### src/rtl/core/urcd_pkg.sv
// ----------------------------------------------------------------------------
// urcd_pkg
// Shared types, constants and the microcode program of the ultrasonic range
// computer.
// ----------------------------------------------------------------------------
package urcd_pkg;

  localparam int DigitsDefault = 4;

  localparam logic [15:0] RefDistReset  = 16'd1000;
  localparam logic [15:0] ThresholdReset = 16'd500;
  localparam logic [15:0] StepReset     = 16'd20;
  localparam logic [23:0] SpeedReset    = 24'd22282;  // 0.340 mm per tick in Q16
  localparam logic [23:0] SpeedMax      = 24'hFFFFFF;
  localparam logic [15:0] DistMax       = 16'hFFFF;
  localparam logic [7:0]  SegBlank      = 8'hFF;

  // 0xCCCD / 2^19 approximates 1/10 exactly for every 16-bit value.
  localparam logic [16:0] RecipTen      = 17'd52429;
  localparam int          RecipShift    = 19;

  localparam logic [5:0]  DivSteps      = 6'd32;  // loop counter start, 33 passes
  localparam logic [5:0]  DigitLast     = 6'd3;   // loop counter start, 4 digits

  // Configuration register indexes.
  typedef enum logic [1:0] {
    REG_REF_DIST  = 2'd0,
    REG_THRESHOLD = 2'd1,
    REG_STEP      = 2'd2
  } reg_idx_t;

  // Event kinds on the input channel.
  typedef enum logic [1:0] {
    MODE_ECHO = 2'd0,
    MODE_ADD  = 2'd1,
    MODE_SUB  = 2'd2,
    MODE_CAL  = 2'd3
  } mode_t;

  // Datapath operations, one per control word.
  typedef enum logic [3:0] {
    OP_NOP,
    OP_LOAD,
    OP_ADD,
    OP_SUB,
    OP_DIVINIT,
    OP_DIVSTEP,
    OP_DIVEND,
    OP_MUL,
    OP_ECHOEND,
    OP_CLR,
    OP_CONVINIT,
    OP_RECIP,
    OP_DIGIT,
    OP_EMIT
  } op_t;

  // Sequencing conditions.
  typedef enum logic [2:0] {
    C_NEXT,      // fall through
    C_ALWAYS,    // jump to target
    C_WAIT_IN,   // hold until a word is accepted, then fall through
    C_MODE,      // jump to target plus event kind
    C_ZERO_TICK, // jump to target when no echo time is stored
    C_LOOP,      // jump to target while the loop counter is not zero
    C_NOT_SEEN,  // jump to target when no echo arrived
    C_OUT_BUSY   // hold while the output slot is taken, then jump to target
  } cond_t;

  typedef logic [3:0] upc_t;

  typedef struct packed {
    op_t   op;
    cond_t cond;
    upc_t  target;
  } uword_t;

  localparam upc_t PcWait    = 4'd0;
  localparam upc_t PcDisp    = 4'd1;
  localparam upc_t PcModes   = 4'd2;
  localparam upc_t PcDivLoop = 4'd6;
  localparam upc_t PcEcho    = 4'd8;
  localparam upc_t PcNoEcho  = 4'd10;
  localparam upc_t PcConv    = 4'd11;
  localparam upc_t PcRecip   = 4'd12;

  function automatic uword_t ucode(input upc_t pc);
    uword_t w;
    unique case (pc)
      4'd0:    w = '{op: OP_LOAD,     cond: C_WAIT_IN,   target: PcWait};
      4'd1:    w = '{op: OP_NOP,      cond: C_MODE,      target: PcModes};
      4'd2:    w = '{op: OP_NOP,      cond: C_ALWAYS,    target: PcEcho};
      4'd3:    w = '{op: OP_ADD,      cond: C_ALWAYS,    target: PcConv};
      4'd4:    w = '{op: OP_SUB,      cond: C_ALWAYS,    target: PcConv};
      4'd5:    w = '{op: OP_DIVINIT,  cond: C_ZERO_TICK, target: PcConv};
      4'd6:    w = '{op: OP_DIVSTEP,  cond: C_LOOP,      target: PcDivLoop};
      4'd7:    w = '{op: OP_DIVEND,   cond: C_ALWAYS,    target: PcConv};
      4'd8:    w = '{op: OP_MUL,      cond: C_NOT_SEEN,  target: PcNoEcho};
      4'd9:    w = '{op: OP_ECHOEND,  cond: C_ALWAYS,    target: PcConv};
      4'd10:   w = '{op: OP_CLR,      cond: C_NEXT,      target: PcConv};
      4'd11:   w = '{op: OP_CONVINIT, cond: C_NEXT,      target: PcRecip};
      4'd12:   w = '{op: OP_RECIP,    cond: C_NEXT,      target: PcRecip};
      4'd13:   w = '{op: OP_DIGIT,    cond: C_LOOP,      target: PcRecip};
      4'd14:   w = '{op: OP_EMIT,     cond: C_OUT_BUSY,  target: PcWait};
      default: w = '{op: OP_NOP,      cond: C_ALWAYS,    target: PcWait};
    endcase
    return w;
  endfunction

  // Active-low seven-segment codes of the decimal digits.
  function automatic logic [7:0] seg_code(input logic [3:0] digit);
    logic [7:0] s;
    unique case (digit)
      4'd0:    s = 8'hC0;
      4'd1:    s = 8'hF9;
      4'd2:    s = 8'hA4;
      4'd3:    s = 8'hB0;
      4'd4:    s = 8'h99;
      4'd5:    s = 8'h92;
      4'd6:    s = 8'h82;
      4'd7:    s = 8'hF8;
      4'd8:    s = 8'h80;
      4'd9:    s = 8'h90;
      default: s = SegBlank;
    endcase
    return s;
  endfunction

endpackage

### src/rtl/core/ultrasonic_range_calc_display.sv
// ----------------------------------------------------------------------------
// ultrasonic_range_calc_display
// Time-of-flight range computer with alarm and four-digit seven-segment
// output, run by a small microcoded sequencer.
// ----------------------------------------------------------------------------
//
//   Channel   Direction  Handshake          Word contents
//   in_*      input      in_valid/in_ready  mode, echo ticks, echo seen flag
//   out_*     output     out_valid/out_ready distance, alarm, four segment codes
//   cfg_*     input      cfg_we only        register index and 16-bit data
//
// A calibrate word runs the one-bit-per-cycle restoring divider; a calibrate
// with no stored echo time skips the divider. Decimal conversion costs two
// microcode steps per digit. in_ready returns with out_valid, so the next
// word is taken no earlier than the cycle in which out_valid rises. Reset
// restores the register defaults and the speed of sound; no memory needs
// clearing. A stalled output holds its word while the next input word is
// already accepted and worked on; the sequencer waits at its last step only
// if that second result is ready before the first has been taken.
// ----------------------------------------------------------------------------
module ultrasonic_range_calc_display #(
  parameter int DIGITS = urcd_pkg::DigitsDefault
) (
  input  logic        clk,
  input  logic        rst_n,

  input  logic        in_valid,
  output logic        in_ready,
  input  logic [1:0]  in_mode,
  input  logic [15:0] in_echo_ticks,
  input  logic        in_echo_seen,

  output logic        out_valid,
  input  logic        out_ready,
  output logic [15:0] out_distance_mm,
  output logic        out_alarm,
  output logic [7:0]  out_seg_ones,
  output logic [7:0]  out_seg_tens,
  output logic [7:0]  out_seg_hundreds,
  output logic [7:0]  out_seg_thousands,

  input  logic        cfg_we,
  input  logic [1:0]  cfg_index,
  input  logic [15:0] cfg_data
);
  import urcd_pkg::*;

  // Digit positions at or above this count are shown blank.
  localparam logic [2:0] DigitCount = 3'(DIGITS);

  // Sequencer.
  upc_t   pc_r, pc_nxt;
  uword_t uw;
  logic [5:0] cnt_r, cnt_nxt;

  // Configuration registers.
  logic [15:0] ref_dist_r, threshold_r, step_r;

  // Architectural state.
  logic [23:0] speed_r, speed_nxt;
  logic [15:0] last_ticks_r, last_ticks_nxt;
  logic [15:0] dist_r, dist_nxt;

  // Latched input word.
  mode_t       mode_r;
  logic [15:0] ticks_r;
  logic        seen_r;

  // Working registers.
  logic [38:0] prod_r, prod_nxt;
  logic [32:0] quo_r, quo_nxt;
  logic [15:0] rem_r, rem_nxt;
  logic [15:0] work_r, work_nxt;
  logic [32:0] qprod_r, qprod_nxt;
  logic [7:0]  seg_r [4];
  logic [7:0]  seg_nxt [4];

  // Output register.
  logic        out_valid_r, out_valid_nxt;
  logic [15:0] out_dist_r;
  logic        out_alarm_r;
  logic [7:0]  out_seg_r [4];

  // Combinational helpers.
  logic        accept;
  logic        out_free;
  logic [16:0] trial;
  logic [16:0] trial_diff;
  logic        trial_ge;
  logic [13:0] quot10;
  logic [15:0] digit_rem;
  logic [1:0]  digit_pos;

  assign uw       = ucode(pc_r);
  assign in_ready = (pc_r == PcWait);
  assign accept   = in_valid && in_ready;
  assign out_free = !out_valid_r || out_ready;

  // One restoring-division step: shift in the next numerator bit.
  assign trial      = {rem_r, quo_r[32]};
  assign trial_diff = trial - {1'b0, last_ticks_r};
  assign trial_ge   = (trial >= {1'b0, last_ticks_r});

  // Digit extraction from the registered reciprocal product.
  assign quot10    = qprod_r[RecipShift +: 14];
  assign digit_rem = work_r - ({2'b0, quot10} * 16'd10);
  assign digit_pos = 2'(DigitLast - cnt_r);

  // Next microcode address.
  always_comb begin
    pc_nxt = pc_r + 4'd1;
    unique case (uw.cond)
      C_NEXT:      pc_nxt = pc_r + 4'd1;
      C_ALWAYS:    pc_nxt = uw.target;
      C_WAIT_IN:   pc_nxt = accept ? pc_r + 4'd1 : pc_r;
      C_MODE:      pc_nxt = uw.target + {2'b0, mode_r};
      C_ZERO_TICK: pc_nxt = (last_ticks_r == '0) ? uw.target : pc_r + 4'd1;
      C_LOOP:      pc_nxt = (cnt_r != '0) ? uw.target : pc_r + 4'd1;
      C_NOT_SEEN:  pc_nxt = !seen_r ? uw.target : pc_r + 4'd1;
      C_OUT_BUSY:  pc_nxt = out_free ? uw.target : pc_r;
      default:     pc_nxt = PcWait;
    endcase
  end

  // Datapath, one operation per control word.
  always_comb begin
    cnt_nxt        = cnt_r;
    speed_nxt      = speed_r;
    last_ticks_nxt = last_ticks_r;
    dist_nxt       = dist_r;
    prod_nxt       = prod_r;
    quo_nxt        = quo_r;
    rem_nxt        = rem_r;
    work_nxt       = work_r;
    qprod_nxt      = qprod_r;
    seg_nxt        = seg_r;
    out_valid_nxt  = out_valid_r && !out_ready;

    unique case (uw.op)
      OP_NOP, OP_LOAD: begin
      end
      OP_ADD: dist_nxt = dist_r + step_r;
      OP_SUB: dist_nxt = dist_r - step_r;
      OP_DIVINIT: begin
        rem_nxt = '0;
        quo_nxt = {ref_dist_r, 17'b0};
        cnt_nxt = DivSteps;
      end
      OP_DIVSTEP: begin
        rem_nxt = trial_ge ? trial_diff[15:0] : trial[15:0];
        quo_nxt = {quo_r[31:0], trial_ge};
        cnt_nxt = cnt_r - 6'd1;
      end
      OP_DIVEND: speed_nxt = (|quo_r[32:24]) ? SpeedMax : quo_r[23:0];
      OP_MUL: prod_nxt = {24'b0, ticks_r[15:1]} * {15'b0, speed_r};
      OP_ECHOEND: begin
        last_ticks_nxt = ticks_r;
        dist_nxt       = (|prod_r[38:32]) ? DistMax : prod_r[31:16];
      end
      OP_CLR: dist_nxt = '0;
      OP_CONVINIT: begin
        work_nxt = dist_r;
        cnt_nxt  = DigitLast;
      end
      OP_RECIP: qprod_nxt = {17'b0, work_r} * {16'b0, RecipTen};
      OP_DIGIT: begin
        seg_nxt[digit_pos] = ({1'b0, digit_pos} >= DigitCount) ? SegBlank
                                                                : seg_code(digit_rem[3:0]);
        work_nxt = {2'b0, quot10};
        cnt_nxt  = cnt_r - 6'd1;
      end
      OP_EMIT: begin
        if (out_free) begin
          out_valid_nxt = 1'b1;
        end
      end
      default: begin
      end
    endcase
  end

  // Control and architectural state.
  always_ff @(posedge clk) begin
    if (!rst_n) begin
      pc_r         <= PcWait;
      cnt_r        <= '0;
      out_valid_r  <= 1'b0;
      ref_dist_r   <= RefDistReset;
      threshold_r  <= ThresholdReset;
      step_r       <= StepReset;
      speed_r      <= SpeedReset;
      last_ticks_r <= '0;
      dist_r       <= '0;
    end else begin
      pc_r         <= pc_nxt;
      cnt_r        <= cnt_nxt;
      out_valid_r  <= out_valid_nxt;
      speed_r      <= speed_nxt;
      last_ticks_r <= last_ticks_nxt;
      dist_r       <= dist_nxt;
      if (cfg_we) begin
        unique case (cfg_index)
          REG_REF_DIST:  ref_dist_r  <= cfg_data;
          REG_THRESHOLD: threshold_r <= cfg_data;
          REG_STEP:      step_r      <= cfg_data;
          default: begin
          end
        endcase
      end
    end
  end

  // Payload and working registers.
  always_ff @(posedge clk) begin
    prod_r  <= prod_nxt;
    quo_r   <= quo_nxt;
    rem_r   <= rem_nxt;
    work_r  <= work_nxt;
    qprod_r <= qprod_nxt;
    seg_r   <= seg_nxt;
    if (accept) begin
      mode_r  <= mode_t'(in_mode);
      ticks_r <= in_echo_ticks;
      seen_r  <= in_echo_seen;
    end
    if (uw.op == OP_EMIT && out_free) begin
      out_dist_r  <= dist_r;
      out_alarm_r <= (dist_r < threshold_r);
      out_seg_r   <= seg_r;
    end
  end

  assign out_valid         = out_valid_r;
  assign out_distance_mm   = out_dist_r;
  assign out_alarm         = out_alarm_r;
  assign out_seg_ones      = out_seg_r[0];
  assign out_seg_tens      = out_seg_r[1];
  assign out_seg_hundreds  = out_seg_r[2];
  assign out_seg_thousands = out_seg_r[3];

endmodule

### config.mk
export PLATFORM = sky130hd
export DESIGN_NAME = ultrasonic_range_calc_display
export DESIGN_NICKNAME = d
export VERILOG_FILES = /design/src/rtl/core/urcd_pkg.sv /design/src/rtl/core/ultrasonic_range_calc_display.sv
export SDC_FILE = /design/constraint.sdc
export NUM_CORES = 2
export LEC_CHECK = 0
export ABC_AREA = 1
export BUFFER_PORTS_ARGS = -buffer_cell sky130_fd_sc_hd__buf_2
export CORE_MARGIN = 3
export CORE_UTILIZATION = 30
export DETAILED_ROUTE_END_ITERATION = 7
export HOLD_SLACK_MARGIN = 0.02
export PLACE_DENSITY = 0.5
export SLEW_MARGIN = 25
export SYNTH_ARGS = -nofsm -noshare
export SYNTH_HDL_FRONTEND = slang
export SYNTH_SLANG_ARGS = --single-unit
### constraint.sdc
create_clock -name clk -period 6.4 [get_ports clk]
set_input_delay 0.64 -clock clk [delete_from_list [all_inputs] [get_ports clk]]
set_output_delay 0.64 -clock clk [all_outputs]
set_load 0.005 [all_outputs]
==> impl_metrics.yaml <==
sta:
  finalCritPeriodShare: 0.943
  final-hold-violation-count: 0
  rsz0062_at_grt: "false"
  fin_setup_tns_ns: 0
  tightest_slew_ns: 0.968
  max_freq_mhz: 166
  relSlewSlack: 0.353
  drv_slew: 0
  fin_skew_ns: 0.0276
  min_period_ns: 6.03
  finalSetupViolCount: 0
placement:
  gp_congestion: 0.887
  io_buffers: 88
  hpwl_um: 67700
synthesis:
  synthDistinctLibCells: 50
  synth_edf_count: 193
  yosysTopAreaCellShare: 0.234
  netlist_area_mm2: 0.0314
  muxShareOfSynthArea: 0
  yosys.area_share.simple: 0.160
  async_flop_share: 0
  yosys_warnings: 0
  ys_seq_area_frac: 0.265
  synth_top_family_by_area: "adder cells"
  synth_flop_cell: "edfxtp_1"
  synth_area_leader_cell: "fa_1"
  synth_fa_ha_area_frac: 0.353
  synthTopCellsByArea: "fa_1 (23%), edfxtp_1 (18%), ha_1 (12%)"
  syn_avg_cell_area_um2: 8.32
  synth_compound_area_frac: 0.0799
  synthCells: 3778
  synth_xor_area_frac: 0.0187
  ys_ff_latch: 319
clocking:
  clock_path_buffers: 3
  clk_latency_ns: 0.58
  clk_pin_slew_ns: 0.06
  cts_tree: "yes"
  htree_levels: 2
  clkSinkCount: 319
  cts_buffers: 37
  cts_root_buffer: "clkbuf_16"
hold_path:
  min_path_type: "in -> reg"
critical_path:
  crit_type: "reg -> reg"
  worstPathCellList: "buf_4 -> nand2_1 -> fa_1 -> inv_1 -> fa_1 -> fa_1 -> inv_1 -> fa_1 -> inv_1 -> fa_1 -> inv_1 -> fa_1 -> inv_1 -> ha_1 -> inv_1 -> o21ai_0 -> a31oi_1 -> o21ai_0 -> a21oi_1 -> nand3_1 -> xor2_1"
  crit_required_ns: 6.72
  end_kind: "register"
  crit_buf_inv: 7
  cp_slowest_stage_delay_ns: 0.63
  crit_family: "adder cells"
  path_max_fanout: 10
  cp_slowest_cell: "dfxtp_1"
  critPathArrivalTime_ns: 6.36
  cp-start-kind: "register"
global_route:
  grt_pass1_vias: 23938
  antenna_found_initial: 2
  grt_overflow: 0
  grt_usage: 0.155
  grt_max_degree: 74
  grt_pass1_wl_um: 133000
floorplan:
  dieArea_mm2: 0.109
  start_util: 0.303
  coreArea_mm2: 0.104
  io_pins: 93
  die_h_um: 330
  fp.dieW_um: 330
  rows: 118
drt:
  vias_per_cell: 4.54
  drt_iter0_markers: 1504
  wire_per_inst_um: 15.9
  wl_um: 83300
  remaining_drc_errors: 0
  vias: 23866
  dr.pass1.iters: 5
  antenna_left: 0
layout:
  fin_nets: 4552
  area_delta_synth_final_pct: 10.6
  fillCellCount: 10990
  final_layout_size_suffix_gt1_frac: 0.0617
outcome:
  status: "completed"
flow_run:
  maxCapViolCount: 0
final cells by class:
class | instances | area [um2] | area share
clock buffers | 49 | 1000 | 0.0288
clock inverters | 19 | 155 | 0.00446
repair buffers | 147 | 946 | 0.0272
multi-input cells | 2447 | 19300 | 0.554
flip-flops and latches | 319 | 8320 | 0.239
diodes | 1 | 2.50 | 0.0000720
well taps | 1380 | 1730 | 0.0496
inverters | 891 | 3340 | 0.0962
cells in the mapped netlist (3+ instances only):
library cell / number
nor2_2: 3
a21oi_1: 192
buf_1: 3
or2_2: 6
a21o_1: 9
dfxtp_1: 126
inv_2: 7
buf_6: 4
nand2_2: 6
o22ai_1: 7
inv_1: 883
edfxtp_1: 193
nand2_1: 837
a211oi_1: 3
o21bai_1: 15
o21ai_0: 176
nand4_1: 11
a21boi_0: 5
buf_2: 8
nand3b_1: 7
xor2_1: 51
clkbuf_1: 104
ha_1: 299
a31oi_1: 21
nor4_1: 10
o211ai_1: 14
xnor2_1: 16
nor2_1: 225
nand3_1: 107
o21ai_1: 3
o21a_1: 6
fa_1: 368
nor2_4: 5
nor3_1: 26
buf_4: 4
cells in the final DEF, fill, tap and decap left out, drive strengths merged, types with 21 or more instances in the layout:
cell | synthesis | routed
a21oi | 193 | 193
a31oi | 21 | 21
buf | 19 | 147
clkbuf | 105 | 49
dfxtp | 126 | 126
edfxtp | 193 | 193
fa | 368 | 368
ha | 299 | 299
inv | 890 | 893
nand2 | 843 | 843
nand3 | 107 | 107
nor2 | 233 | 233
nor3 | 27 | 27
o21ai | 180 | 180
xor2 | 51 | 51
state kept, by name, summed over array words and instances (netlist names), 16 cells and up:
register / flops
prod_r: 23
rem_r: 16
last_ticks_r: 16
ref_dist_r: 16
threshold_r: 16
step_r: 16
speed_r: 24
seg_r: 28
dist_r: 16
work_r: 16
quo_r: 33
ticks_r: 16
out_distance_mm: 16
timing repair:
item | 4_1_cts | 5_1_grt
setup buffers | 0 | 8
hold buffers | 0 | 0
gates resized for setup | 0 | 1
setup endpoints to repair | 0 | 3
final timing paths:
path	from	to	slack, ns	cells past startpoint
setup / recovery	speed_r[20]	prod_r[36]	0.37	21
hold / removal	in_echo_ticks[9]	ticks_r[9]	0.24	1
setup reg to reg	speed_r[20]	prod_r[36]	0.37	21
hold reg to reg	seg_r[0]	out_seg_thousands[0]	0.42	0
metal layers:
metal / vias to the layer above / track usage / part of all wire
li1: 11716 / - / -
met1: 11591 / 0.228 / 0.49
met2: 492 / 0.248 / 0.45
met3: 67 / 0.0196 / 0.047
met4: 0 / 0.0246 / 0.014
met5: - / 0 / 0
worst reg2reg max path, cell delays in order (launching register included):
cell	delay, ns
dfxtp_1	0.63
buf_4	0.31
nand2_1	0.09
fa_1	0.51
inv_1	0.05
fa_1	0.47
fa_1	0.53
inv_1	0.06
fa_1	0.53
inv_1	0.05
fa_1	0.48
inv_1	0.06
fa_1	0.48
inv_1	0.04
ha_1	0.31
inv_1	0.11
o21ai_0	0.15
a31oi_1	0.28
o21ai_0	0.19
a21oi_1	0.16
nand3_1	0.15
xor2_1	0.17
through the flow:
stage / hold WS (ns) / setup slack (ns) / area, um2 / utilization / std cells
after floorplan: 0.400 / 0.955 / 31500 / - / 3781
after global placement: 0.401 / 0.271 / 33500 / 0.323 / 5176
after detailed placement: 0.405 / 0.254 / 33500 / 0.323 / 5176
after CTS: 0.196 / 0.248 / 34700 / 0.334 / 5244
after global routing: 0.199 / 0.00674 / 34800 / 0.335 / 5252
final: 0.241 / 0.367 / 34800 / 0.335 / 5253
logic make-up (layout without fill, tap and decap cells):
group / Yosys count / count (layout)
xor gates and xnor gates: 67 / 67
buffers and inverters: 1015 / 1106
DFF: 319 / 319
other: 1 / 5
adders and majority gates: 667 / 667
and+or+nand+nor: 1250 / 1250
AOI/OAI and AO/OA: 459 / 459
Power is left out: the tool's default activity adds up to more than one toggle a clock period on the data nets, which glitch-free logic cannot reach.
